$ cat config.mk
export PLATFORM = sky130hd
export DESIGN_NAME = coalesced_hash_table_core
export DESIGN_NICKNAME = d
export VERILOG_FILES = /design/src/design/cht_pkg.sv /design/src/design/cht_home.sv /design/src/design/cht_store.sv /design/src/design/coalesced_hash_table_core.sv
export VERILOG_INCLUDE_DIRS = /design/src /design/src/design
export SDC_FILE = /design/constraint.sdc
export NUM_CORES = 1
export LEC_CHECK = 0
export BUFFER_PORTS_ARGS = -buffer_cell sky130_fd_sc_hd__buf_2
export CAP_MARGIN = 40
export CORE_ASPECT_RATIO = 1.2
export CORE_MARGIN = 3
export CORE_UTILIZATION = 36
export DETAILED_ROUTE_END_ITERATION = 16
export PLACE_DENSITY = 0.48
export SETUP_SLACK_MARGIN = 0.2
export SLEW_MARGIN = 30
export SYNTH_ARGS = -nofsm -noshare
export SYNTH_HDL_FRONTEND = slang
export SYNTH_HIERARCHICAL = 1
export SYNTH_SLANG_ARGS = --single-unit
$ cat constraint.sdc
create_clock -name clk -period 9.5 [get_ports clk]
set_input_delay 0.475 -clock clk [delete_from_list [all_inputs] [get_ports clk]]
set_output_delay 0.475 -clock clk [all_outputs]
set_load 0.005 [all_outputs]
$ cat src/design/assert_macros.svh
// Assertion helpers used by the hash table core.
`ifndef ASSERT_MACROS_SVH
`define ASSERT_MACROS_SVH

// Property checked at every clock edge outside reset.
`define CHT_ASSERT(lbl, prop, msg) \
    lbl: assert property (@(posedge clk) disable iff (!rst_n) prop) \
        else $error(msg);

// Consequent must hold in the cycle after the antecedent.
`define CHT_ASSERT_NEXT(lbl, ante, cons, msg) \
    lbl: assert property (@(posedge clk) disable iff (!rst_n) (ante) |=> (cons)) \
        else $error(msg);

`endif

$ cat src/design/cht_pkg.sv
package cht_pkg;

    // table geometry and field widths
    localparam int SLOTS_DEFAULT = 8;
    localparam int VALUE_W       = 31;
    localparam int STATUS_W      = 2;
    localparam int SLOT_FIELD_W  = 3;
    localparam int IN_TDATA_W    = 32;
    localparam int OUT_TDATA_W   = 8;

    // command codes carried on s_tuser
    localparam logic CMD_INSERT = 1'b0;
    localparam logic CMD_DELETE = 1'b1;

    // result status codes carried on m_tuser
    localparam logic [STATUS_W-1:0] ST_INSERTED  = 2'd0;
    localparam logic [STATUS_W-1:0] ST_FULL      = 2'd1;
    localparam logic [STATUS_W-1:0] ST_DELETED   = 2'd2;
    localparam logic [STATUS_W-1:0] ST_NOT_FOUND = 2'd3;

    // write strobes from the sequencer to the slot store
    typedef struct packed {
        logic value_we;
        logic link_we;
        logic used_we;
        logic used_clr;
    } cht_wr_ctl_t;

endpackage

$ cat src/design/cht_home.sv
module cht_home #(
    parameter int SLOTS = cht_pkg::SLOTS_DEFAULT
) (
    input  logic                          clk,
    input  logic                          rst_n,
    input  logic                          start,
    input  logic [cht_pkg::VALUE_W-1:0]   value,
    output logic                          done,
    output logic [$clog2(SLOTS)-1:0]      home
);
    import cht_pkg::*;

    localparam int IW     = $clog2(SLOTS);
    localparam int SH     = VALUE_W + IW;
    localparam int RCP_W  = 32;
    localparam int PROD_W = VALUE_W + RCP_W;
    localparam int Q_W    = PROD_W - SH;
    localparam int RW     = VALUE_W + 1;
    localparam logic [63:0]      RECIP_WIDE = (64'd1 << SH) / SLOTS;
    localparam logic [RCP_W-1:0] RECIP      = RECIP_WIDE[RCP_W-1:0];

    logic [PROD_W-1:0]  prod_reg;
    logic [VALUE_W-1:0] val_reg;
    logic               stage1_reg;
    logic               done_reg;
    logic [IW-1:0]      home_reg;

    logic [Q_W-1:0] quot;
    logic [RW-1:0]  back;
    logic [RW-1:0]  rem_raw;
    logic [RW-1:0]  rem_fix;

    // stage 1: multiply by the truncated reciprocal
    always_ff @(posedge clk)
    begin
        if (start)
        begin
            prod_reg <= PROD_W'(value) * PROD_W'(RECIP);
            val_reg  <= value;
        end
    end

    // stage 2: remainder, quotient is low by at most one
    always_comb
    begin
        quot    = prod_reg[PROD_W-1:SH];
        back    = RW'(quot) * RW'(SLOTS);
        rem_raw = {1'b0, val_reg} - back;
        rem_fix = (rem_raw >= RW'(SLOTS)) ? (rem_raw - RW'(SLOTS)) : rem_raw;
    end

    always_ff @(posedge clk)
    begin
        if (stage1_reg)
            home_reg <= rem_fix[IW-1:0];
    end

    always_ff @(posedge clk or negedge rst_n)
    begin
        if (!rst_n)
        begin
            stage1_reg <= 1'b0;
            done_reg   <= 1'b0;
        end
        else
        begin
            stage1_reg <= start;
            done_reg   <= stage1_reg;
        end
    end

    assign done = done_reg;
    assign home = home_reg;

endmodule

$ cat src/design/cht_store.sv
module cht_store #(
    parameter int SLOTS = cht_pkg::SLOTS_DEFAULT
) (
    input  logic                           clk,
    input  logic                           rst_n,
    input  logic [$clog2(SLOTS)-1:0]       rd_addr,
    output logic [cht_pkg::VALUE_W-1:0]    rd_value,
    output logic [$clog2(SLOTS+1)-1:0]     rd_link,
    output logic                           rd_used,
    input  cht_pkg::cht_wr_ctl_t           ctl,
    input  logic [$clog2(SLOTS)-1:0]       val_addr,
    input  logic [cht_pkg::VALUE_W-1:0]    val_data,
    input  logic                           used_data,
    input  logic [$clog2(SLOTS)-1:0]       link_addr,
    input  logic [$clog2(SLOTS+1)-1:0]     link_data,
    input  logic [$clog2(SLOTS)-1:0]       clr_addr,
    output logic [SLOTS-1:0]               used_bits
);
    import cht_pkg::*;

    localparam int LW = $clog2(SLOTS + 1);
    localparam logic [LW-1:0] LINK_NULL = LW'(SLOTS);

    logic [VALUE_W-1:0] value_mem [SLOTS];
    logic [LW-1:0]      link_mem  [SLOTS];
    logic [VALUE_W-1:0] value_q;
    logic [LW-1:0]      link_q;
    logic               used_q;
    logic [SLOTS-1:0]   used_reg;
    logic [SLOTS-1:0]   used_next;

    // key and link memories, one write and one registered read each
    always_ff @(posedge clk)
    begin
        if (ctl.value_we)
            value_mem[val_addr] <= val_data;
        if (ctl.link_we)
            link_mem[link_addr] <= link_data;
        value_q <= value_mem[rd_addr];
        link_q  <= link_mem[rd_addr];
    end

    // occupancy flags, also the valid bits of the memories
    always_comb
    begin
        used_next = used_reg;
        if (ctl.used_clr)
            used_next[clr_addr] = 1'b0;
        if (ctl.used_we)
            used_next[val_addr] = used_data;
    end

    always_ff @(posedge clk or negedge rst_n)
    begin
        if (!rst_n)
        begin
            used_reg <= '0;
            used_q   <= 1'b0;
        end
        else
        begin
            used_reg <= used_next;
            used_q   <= used_reg[rd_addr];
        end
    end

    // a free slot reads as empty: key zero, no successor
    assign rd_used   = used_q;
    assign rd_value  = used_q ? value_q : '0;
    assign rd_link   = used_q ? link_q : LINK_NULL;
    assign used_bits = used_reg;

endmodule

$ cat src/design/coalesced_hash_table_core.sv
// Coalesced-chaining hash table of SLOTS slots. Each item is an insert or a
// delete of a 31-bit key and gives exactly one result item with a status and
// the slot written or freed. The block handles one item at a time and is not
// ready while it works. Every item first reduces the key to its home slot
// (a two-stage reciprocal multiply), then visits one chain slot per cycle
// through the single read port of the slot memory, then returns to idle. An
// insert to a free home slot writes it directly; an insert behind a chain
// walks the chain, then does a one-slot-per-cycle search for a free slot,
// then writes the tail link; a delete scans the chain and may fetch the
// head's successor. A finished result waits in an output register and the
// next item is taken in the cycle that result is taken. There is no clearing
// pass after reset.
`include "assert_macros.svh"

module coalesced_hash_table_core #(
    parameter int SLOTS = cht_pkg::SLOTS_DEFAULT
) (
    input  logic                              clk,
    input  logic                              rst_n,
    input  logic                              s_tvalid,
    output logic                              s_tready,
    input  logic [cht_pkg::IN_TDATA_W-1:0]    s_tdata,   // [30:0] value
    input  logic [0:0]                        s_tuser,   // [0] command
    output logic                              m_tvalid,
    input  logic                              m_tready,
    output logic [cht_pkg::OUT_TDATA_W-1:0]   m_tdata,   // [2:0] slot
    output logic [cht_pkg::STATUS_W-1:0]      m_tuser    // [1:0] status
);
    import cht_pkg::*;

    localparam int IW = $clog2(SLOTS);
    localparam int LW = $clog2(SLOTS + 1);
    localparam logic [LW-1:0] LINK_NULL = LW'(SLOTS);
    localparam logic [IW-1:0] LAST_STEP = IW'(SLOTS - 1);

    localparam logic [2:0] S_IDLE     = 3'd0;
    localparam logic [2:0] S_HOME     = 3'd1;
    localparam logic [2:0] S_ITAIL    = 3'd2;
    localparam logic [2:0] S_PROBE    = 3'd3;
    localparam logic [2:0] S_ITAIL_WR = 3'd4;
    localparam logic [2:0] S_DSCAN    = 3'd5;
    localparam logic [2:0] S_DSUCC    = 3'd6;

    logic [2:0]          state_reg, state_next;
    logic                cmd_reg, cmd_next;
    logic [VALUE_W-1:0]  value_reg, value_next;
    logic [IW-1:0]       cur_reg, cur_next;
    logic [IW-1:0]       prev_reg, prev_next;
    logic                prev_valid_reg, prev_valid_next;
    logic [IW-1:0]       pos_reg, pos_next;
    logic [IW-1:0]       step_reg, step_next;
    logic [LW-1:0]       fill_count_reg, fill_count_next;
    logic                m_tvalid_reg;
    logic [STATUS_W-1:0] status_reg;
    logic [IW-1:0]       slot_reg;

    logic                accept;
    logic                home_done;
    logic [IW-1:0]       home;
    logic [IW-1:0]       rd_addr;
    logic [VALUE_W-1:0]  rd_value;
    logic [LW-1:0]       rd_link;
    logic                rd_used;
    cht_wr_ctl_t         ctl;
    logic [IW-1:0]       val_addr;
    logic [VALUE_W-1:0]  val_data;
    logic                used_data;
    logic [IW-1:0]       link_addr;
    logic [LW-1:0]       link_data;
    logic [IW-1:0]       clr_addr;
    logic [SLOTS-1:0]    used_bits;

    logic                link_null;
    logic [IW-1:0]       link_idx;
    logic [LW-1:0]       link_clean;
    logic                key_match;
    logic [IW-1:0]       home_inc;
    logic [IW-1:0]       pos_inc;
    logic [LW-1:0]       fill_dec;
    logic                result_fire;
    logic [STATUS_W-1:0] result_status;
    logic [IW-1:0]       result_slot;
    logic                out_miss;

    assign accept   = s_tvalid && s_tready;
    assign s_tready = (state_reg == S_IDLE) && (!m_tvalid_reg || m_tready);

    cht_home #(
        .SLOTS (SLOTS)
    ) u_home (
        .clk   (clk),
        .rst_n (rst_n),
        .start (accept),
        .value (s_tdata[VALUE_W-1:0]),
        .done  (home_done),
        .home  (home)
    );

    cht_store #(
        .SLOTS (SLOTS)
    ) u_store (
        .clk       (clk),
        .rst_n     (rst_n),
        .rd_addr   (rd_addr),
        .rd_value  (rd_value),
        .rd_link   (rd_link),
        .rd_used   (rd_used),
        .ctl       (ctl),
        .val_addr  (val_addr),
        .val_data  (val_data),
        .used_data (used_data),
        .link_addr (link_addr),
        .link_data (link_data),
        .clr_addr  (clr_addr),
        .used_bits (used_bits)
    );

    // decode of the slot just read; an out-of-range link means end of chain
    always_comb
    begin
        link_null  = rd_link >= LINK_NULL;
        link_idx   = rd_link[IW-1:0];
        link_clean = link_null ? LINK_NULL : rd_link;
        key_match  = rd_used && (rd_value == value_reg);
        home_inc   = (home == LAST_STEP) ? '0 : home + IW'(1);
        pos_inc    = (pos_reg == LAST_STEP) ? '0 : pos_reg + IW'(1);
        fill_dec   = (fill_count_reg != '0) ? fill_count_reg - LW'(1) : fill_count_reg;
    end

    // sequencer
    always_comb
    begin
        state_next      = state_reg;
        cmd_next        = cmd_reg;
        value_next      = value_reg;
        cur_next        = cur_reg;
        prev_next       = prev_reg;
        prev_valid_next = prev_valid_reg;
        pos_next        = pos_reg;
        step_next       = step_reg;
        fill_count_next = fill_count_reg;
        rd_addr         = cur_reg;
        ctl             = '0;
        val_addr        = cur_reg;
        val_data        = value_reg;
        used_data       = 1'b1;
        link_addr       = cur_reg;
        link_data       = LINK_NULL;
        clr_addr        = cur_reg;
        result_fire     = 1'b0;
        result_status   = ST_INSERTED;
        result_slot     = '0;

        unique case (state_reg)
            S_IDLE:
            begin
                if (accept)
                begin
                    cmd_next   = s_tuser[0];
                    value_next = s_tdata[VALUE_W-1:0];
                    state_next = S_HOME;
                end
            end

            S_HOME:
            begin
                if (home_done)
                begin
                    cur_next        = home;
                    pos_next        = home_inc;
                    step_next       = '0;
                    prev_valid_next = 1'b0;
                    rd_addr         = home;
                    if (cmd_reg == CMD_DELETE)
                        state_next = S_DSCAN;
                    else if (fill_count_reg >= LINK_NULL)
                    begin
                        result_fire   = 1'b1;
                        result_status = ST_FULL;
                        state_next    = S_IDLE;
                    end
                    else if (!used_bits[home])
                    begin
                        // home slot free: store directly
                        ctl.value_we    = 1'b1;
                        ctl.link_we     = 1'b1;
                        ctl.used_we     = 1'b1;
                        val_addr        = home;
                        link_addr       = home;
                        fill_count_next = fill_count_reg + LW'(1);
                        result_fire     = 1'b1;
                        result_status   = ST_INSERTED;
                        result_slot     = home;
                        state_next      = S_IDLE;
                    end
                    else
                        state_next = S_ITAIL;
                end
            end

            // follow links to the chain tail, one per cycle
            S_ITAIL:
            begin
                if (!link_null)
                    cur_next = link_idx;
                if (link_null || step_reg == LAST_STEP)
                begin
                    step_next  = '0;
                    state_next = S_PROBE;
                end
                else
                begin
                    step_next = step_reg + IW'(1);
                    rd_addr   = link_idx;
                end
            end

            // linear search for a free slot from home+1
            S_PROBE:
            begin
                if (!used_bits[pos_reg])
                begin
                    ctl.value_we    = 1'b1;
                    ctl.link_we     = 1'b1;
                    ctl.used_we     = 1'b1;
                    val_addr        = pos_reg;
                    link_addr       = pos_reg;
                    fill_count_next = fill_count_reg + LW'(1);
                    state_next      = S_ITAIL_WR;
                end
                else if (step_reg == LAST_STEP)
                begin
                    result_fire   = 1'b1;
                    result_status = ST_FULL;
                    state_next    = S_IDLE;
                end
                else
                begin
                    pos_next  = pos_inc;
                    step_next = step_reg + IW'(1);
                end
            end

            // hang the new slot behind the tail
            S_ITAIL_WR:
            begin
                ctl.link_we   = 1'b1;
                link_addr     = cur_reg;
                link_data     = LW'(pos_reg);
                result_fire   = 1'b1;
                result_status = ST_INSERTED;
                result_slot   = pos_reg;
                state_next    = S_IDLE;
            end

            S_DSCAN:
            begin
                if (key_match && prev_valid_reg)
                begin
                    // inner match: unlink from predecessor
                    ctl.link_we     = 1'b1;
                    ctl.used_clr    = 1'b1;
                    link_addr       = prev_reg;
                    link_data       = link_clean;
                    fill_count_next = fill_dec;
                    result_fire     = 1'b1;
                    result_status   = ST_DELETED;
                    result_slot     = cur_reg;
                    state_next      = S_IDLE;
                end
                else if (key_match && (link_null || link_idx == cur_reg))
                begin
                    // lone head: just free it
                    ctl.used_clr    = 1'b1;
                    fill_count_next = fill_dec;
                    result_fire     = 1'b1;
                    result_status   = ST_DELETED;
                    result_slot     = cur_reg;
                    state_next      = S_IDLE;
                end
                else if (key_match)
                begin
                    // head with successor: fetch successor
                    pos_next   = link_idx;
                    rd_addr    = link_idx;
                    state_next = S_DSUCC;
                end
                else if (link_null || step_reg == LAST_STEP)
                begin
                    result_fire   = 1'b1;
                    result_status = ST_NOT_FOUND;
                    state_next    = S_IDLE;
                end
                else
                begin
                    prev_next       = cur_reg;
                    prev_valid_next = 1'b1;
                    cur_next        = link_idx;
                    step_next       = step_reg + IW'(1);
                    rd_addr         = link_idx;
                end
            end

            // successor moves into the head, its slot is freed
            S_DSUCC:
            begin
                ctl.value_we    = 1'b1;
                ctl.link_we     = 1'b1;
                ctl.used_we     = 1'b1;
                ctl.used_clr    = 1'b1;
                val_data        = rd_value;
                used_data       = rd_used;
                link_data       = link_clean;
                clr_addr        = pos_reg;
                fill_count_next = fill_dec;
                result_fire     = 1'b1;
                result_status   = ST_DELETED;
                result_slot     = pos_reg;
                state_next      = S_IDLE;
            end

            default:
            begin
                state_next = S_IDLE;
            end
        endcase
    end

    // control state
    always_ff @(posedge clk or negedge rst_n)
    begin
        if (!rst_n)
        begin
            state_reg      <= S_IDLE;
            fill_count_reg <= '0;
            m_tvalid_reg   <= 1'b0;
            prev_valid_reg <= 1'b0;
        end
        else
        begin
            state_reg      <= state_next;
            fill_count_reg <= fill_count_next;
            prev_valid_reg <= prev_valid_next;
            if (result_fire)
                m_tvalid_reg <= 1'b1;
            else if (m_tready)
                m_tvalid_reg <= 1'b0;
        end
    end

    // working registers and result payload
    always_ff @(posedge clk)
    begin
        cmd_reg   <= cmd_next;
        value_reg <= value_next;
        cur_reg   <= cur_next;
        prev_reg  <= prev_next;
        pos_reg   <= pos_next;
        step_reg  <= step_next;
        if (result_fire)
        begin
            status_reg <= result_status;
            slot_reg   <= result_slot;
        end
    end

    assign m_tvalid = m_tvalid_reg;
    assign m_tuser  = status_reg;
    assign m_tdata  = OUT_TDATA_W'(SLOT_FIELD_W'(slot_reg));

    // result item that carries no slot
    assign out_miss = m_tvalid && (m_tuser == ST_FULL || m_tuser == ST_NOT_FOUND);

    `CHT_ASSERT(a_fill_matches_used, $countones(used_bits) == int'(fill_count_reg), "bad fill")
    `CHT_ASSERT(a_fill_bounded, fill_count_reg <= LINK_NULL, "fill count above table size")
    `CHT_ASSERT_NEXT(a_accept_frees_output, accept, !m_tvalid, "result pending after accept")
    `CHT_ASSERT(a_miss_slot_zero, out_miss |-> m_tdata == '0, "slot not zero on full or not found")

endmodule

==> key figures <==
Status
  • Outcome: finished, final reports clean

Floorplan
  • Chip Width: slightly above 200 um
  • Vert. Die Dim: 241.0 um
  • Area of the die: 0.04862 mm^2
  • Core region area: ~0.045 mm^2
  • Initial Util: approximately 37%
  • Top Ports: 49
  • FP Rows: 85

Drt
  • Via/cell ratio: 5.154
  • Antenna-violating nets left: 0
  • Detailed-route wire length per cell: between 20 and 25 um
  • Routed vias: around 8500
  • Drt drc: 0
  • Aggregate routed wire length: 36.98 mm
  • Number of DRC violations after detailed-routing iteration 0: 478
  • Number of iterations in the first detailed-routing pass: 5

Worst setup path
  • Crit. End Element: flop
  • Startpoint-to-endpoint class of the critical path: reg -> reg
  • Critical-path maximum fanout: 37
  • Arrival time reported for the critical path endpoint: 5.56 ns
  • Required time worst endpoint: slightly below 10 ns
  • Category of the worst setup path launch point: flop
  • Slack of the worst reg-to-reg path: between 4 and 5 ns

STA
  • Shortest period the worst path allows: 5.103 ns
  • Unrepaired setup endpoints after global routing: no
  • Post-Route Skew: 0.02391 ns
  • Achievable Freq: around 200 MHz
  • Fraction of the cycle the final worst path needs: approximately 54%
  • Final count of hold timing violations: 0
  • Worst setup slack after layout: ~4.4 ns
  • Setup_tns: 0 ns
  • Fin. max-slew vios: 0
  • Worst slew pin tran: around 0.81 ns
  • Max-slew headroom at the worst pin: between 40 and 50%
  • Final setup vio count: 0
  • Hold Worst Slack: about 0.071 ns

CTS
  • Number of setup buffers added after CTS: 0
  • Clock latency on the worst-skew pair: ~0.58 ns
  • Post-cts hold buffer count: 1
  • Clock transition at the register clock pins on the worst setup and hold paths after CTS: about 0.06 ns
  • Master cell of the clock root buffer: sky130_fd_sc_hd__clkbuf_16
  • Number of gates resized after CTS: 0
  • Number of buffers created by CTS: 43
  • Max H-tree Level: 2
  • Buffers from clock root to sink, at most: 3
  • Total clock sinks: 390
  • Clock tree from TritonCTS: done

Final layout
  • Fin nets: ~1000
  • Summed area of non-filler cells in the final layout: 0.01886 mm^2
  • Top reg by flops: u_store/value_mem
  • Area growth from synthesis to layout: 13.88%
  • Max reg flops: 248
  • Post-route core utilization: a little over two fifths
  • Final antenna diode count: 0
  • Layout cells sized above 1: 20.87%
  • Post-Layout Cell Count: 1644
  • Top Registers: u_store/value_mem: 248 flops, u_store/link_mem: 32 flops

Pwr
  • Power density over the cells: approximately 320 mW/mm^2
  • Total chip power: between 6 and 7 mW
  • P_sw: 1.945 mW
  • Cell-internal power: between 4 and 5 mW
  • Share of total power in combinational logic: a little over a third
  • Clock power share: a little over a quarter
  • Sw Ratio: a little under a third
  • Worst supply voltage drop on vdd: 0.1738 mV
  • Sequential cell fraction of total power: 38.0%
  • Cell leakage power: about 6.5 nW

Placement
  • Placed instance area: ~0.017 mm^2
  • Number of I/O port buffers: 42
  • Count of placed standard cells including taps: 1561
  • Placed wire-length estimate: around 20 mm
  • Pre-CTS worst setup slack: around 4.1 ns
  • Routability congestion estimate: 0.8034

Global routing
  • First-pass GRT wire length: ~56 mm
  • Total grt overflow: 0
  • Vias in the first global route: slightly below 9000
  • Initial antenna violation count: 0
  • Tot GR Track Use: ~15%
  • Largest net degree at the start of global routing: 54

Job
  • Max-cap violations: 0

Synth
  • Gate Count Post-Synth: approximately 940
  • Count of synthesis-stage warnings from yosys: 6
  • Number of enable flip-flop cells after synthesis: ~340
  • Number of distinct library cells after synthesis: 55
  • Cell area after synthesis: ~0.017 mm^2
  • Async set or reset register ratio after synthesis: between 5 and 6%
  • Yosys reg bits: between 300 and 400
  • Average instance area after synthesis: 17.56 um^2
  • Fraction of the yosys area taken by sequential cells: about two thirds
  • Primary FF master, synth: sky130_fd_sc_hd__edfxtp_1

Min path
  • Class of the tightest hold or removal check: in -> reg
==> cell usage after synthesis, types with 8 or more instances <==
library cell / count / area [um^2]
sky130_fd_sc_hd__edfxtp_1: 335 / 10060
sky130_fd_sc_hd__mux2_2: 75 / 844.6
sky130_fd_sc_hd__mux4_1: 71 / 1866
sky130_fd_sc_hd__nand2_1: 46 / 172.7
sky130_fd_sc_hd__and2_1: 39 / 244.0
sky130_fd_sc_hd__dfxtp_1: 35 / 700.7
sky130_fd_sc_hd__nor2_1: 34 / 127.6
sky130_fd_sc_hd__clkbuf_1: 26 / 97.59
sky130_fd_sc_hd__xnor2_1: 26 / 227.7
sky130_fd_sc_hd__dfrtp_1: 20 / 500.5
sky130_fd_sc_hd__mux2i_1: 19 / 190.2
sky130_fd_sc_hd__a21oi_1: 16 / 80.08
sky130_fd_sc_hd__nand2b_1: 15 / 93.84
sky130_fd_sc_hd__nand3_1: 15 / 75.07
sky130_fd_sc_hd__o21ai_0: 15 / 75.07
sky130_fd_sc_hd__nor3_1: 12 / 60.06
sky130_fd_sc_hd__xor2_1: 12 / 105.1
sky130_fd_sc_hd__nand4_1: 11 / 68.82
sky130_fd_sc_hd__buf_1: 9 / 33.78
sky130_fd_sc_hd__o31ai_1: 9 / 67.56
sky130_fd_sc_hd__buf_6: 8 / 90.09
sky130_fd_sc_hd__ha_1: 8 / 100.1
sky130_fd_sc_hd__inv_1: 8 / 30.03
==> per-layer routing <==
| layer | up-vias | wire length (um) | share of wire, % | global-route usage (%) |
|---|---|---|---|---|
| met3 | 63 | 1512 | 4.1 | 3.130 |
| met2 | 181 | 17900 | 48 | 25.71 |
| li1 | 3889 | - | - | - |
| met5 | - | 0 | 0 | 0 |
| met4 | 0 | 839 | 2.3 | 4.505 |
| met1 | 4340 | 16730 | 45 | 20.55 |
==> path summary, 6_finish.rpt <==
check | from | endpoint | cells past startpoint
max reg2reg | u_store/rd_used | u_store/rd_used | 14
max in group asynchronous | rst_n | u_store/used_bits[4] | 2
min reg2reg | u_home/val_reg[0] | u_home/home[0] | 0
max | u_store/rd_used | u_store/rd_used | 14
min in group asynchronous | rst_n | u_home/done | 2
min | s_tdata[9] | value_reg[9] | 1
==> cell type report <==
cell class | instances | area [um^2]
Timing Repair Buffer | 61 | 362.8
Clock inverter | 24 | 215.2
Tap cell | 609 | 762.0
Inverter | 9 | 33.78
Multi-Input combinational cell | 496 | 5084
Fill cell | 4074 | 26340
Clock buffer | 55 | 1141
Sequential cell | 390 | 11260
==> kinds of logic (layout without fill, tap and decap cells) <==
family	count (synthesis)	after routing	synth area share, %
buffers and inverters	61	149	1.904
multiplexers	167	167	17.78
flip-flops	390	390	68.00
AND/OR/NAND/NOR	199	199	6.278
XOR/XNOR	38	38	2.010
adder cells (fa/ha/maj)	9	9	0.7253
AO/OA/AOI/OAI	78	78	3.279
other	1	5	0.02264
==> worst max-delay path, cell delays in order, from the launching register on <==
cell                      delay, ns
sky130_fd_sc_hd__dfrtp_1       0.32
sky130_fd_sc_hd__buf_4         0.45
sky130_fd_sc_hd__and2_1        0.24
sky130_fd_sc_hd__xnor2_1       0.16
sky130_fd_sc_hd__nand4_1       0.21
sky130_fd_sc_hd__or4_4         0.60
sky130_fd_sc_hd__nor4_4        0.27
sky130_fd_sc_hd__buf_4         0.27
sky130_fd_sc_hd__nand2_1       0.12
sky130_fd_sc_hd__nand2_1       0.09
sky130_fd_sc_hd__o221a_4       0.45
sky130_fd_sc_hd__buf_12        0.25
sky130_fd_sc_hd__buf_4         0.56
sky130_fd_sc_hd__mux4_1        0.65
sky130_fd_sc_hd__mux2_2        0.28
==> cell usage in the layout, fill, tap and decap left out, types with 4 or more instances in the layout <==
cell                        Yosys  final
sky130_fd_sc_hd__buf_2          3     43
sky130_fd_sc_hd__a21o_1         4      4
sky130_fd_sc_hd__mux2_2        75     75
sky130_fd_sc_hd__nand2_1       46     45
sky130_fd_sc_hd__nor2_4         0      6
sky130_fd_sc_hd__a221o_1        4      4
sky130_fd_sc_hd__nand2b_1      15     15
sky130_fd_sc_hd__edfxtp_1     335    335
sky130_fd_sc_hd__buf_4          6     15
sky130_fd_sc_hd__clkinv_2       0      7
sky130_fd_sc_hd__o21ai_0       15     15
sky130_fd_sc_hd__nor2_1        34     28
sky130_fd_sc_hd__nor2b_1        7      7
sky130_fd_sc_hd__and2_1        39     38
sky130_fd_sc_hd__clkinv_1       1      7
sky130_fd_sc_hd__nand3b_1       5      5
sky130_fd_sc_hd__nand3_1       15     15
sky130_fd_sc_hd__dfrtp_1       20     20
sky130_fd_sc_hd__o31ai_1        9      9
sky130_fd_sc_hd__clkbuf_16      0     43
sky130_fd_sc_hd__o221ai_1       6      6
sky130_fd_sc_hd__inv_1          8      8
sky130_fd_sc_hd__xnor2_1       26     26
sky130_fd_sc_hd__a22o_1         5      5
sky130_fd_sc_hd__xor2_1        12     12
sky130_fd_sc_hd__nor4_1         5      5
sky130_fd_sc_hd__conb_1         1      5
sky130_fd_sc_hd__dfxtp_1       35     35
sky130_fd_sc_hd__a21oi_1       16     16
sky130_fd_sc_hd__mux2i_1       19     19
sky130_fd_sc_hd__nor3_1        12     10
sky130_fd_sc_hd__nand4_1       11     11
sky130_fd_sc_hd__ha_1           8      8
sky130_fd_sc_hd__clkbuf_1      26     10
sky130_fd_sc_hd__mux4_1        71     71
==> power by group through the flow <==
stage          combinational, mW  sequential (mW)  clock, mW
6_report                    2.17             2.32       1.60
4_1_cts                     2.21             2.32       1.66
5_1_grt                     2.38             2.34       1.74
3_3_place_gp                2.18             2.35          0
2_1_floorplan               1.77             2.25          0
3_5_place_dp                2.20             2.35          0
(Power assumes the default switching activity.)
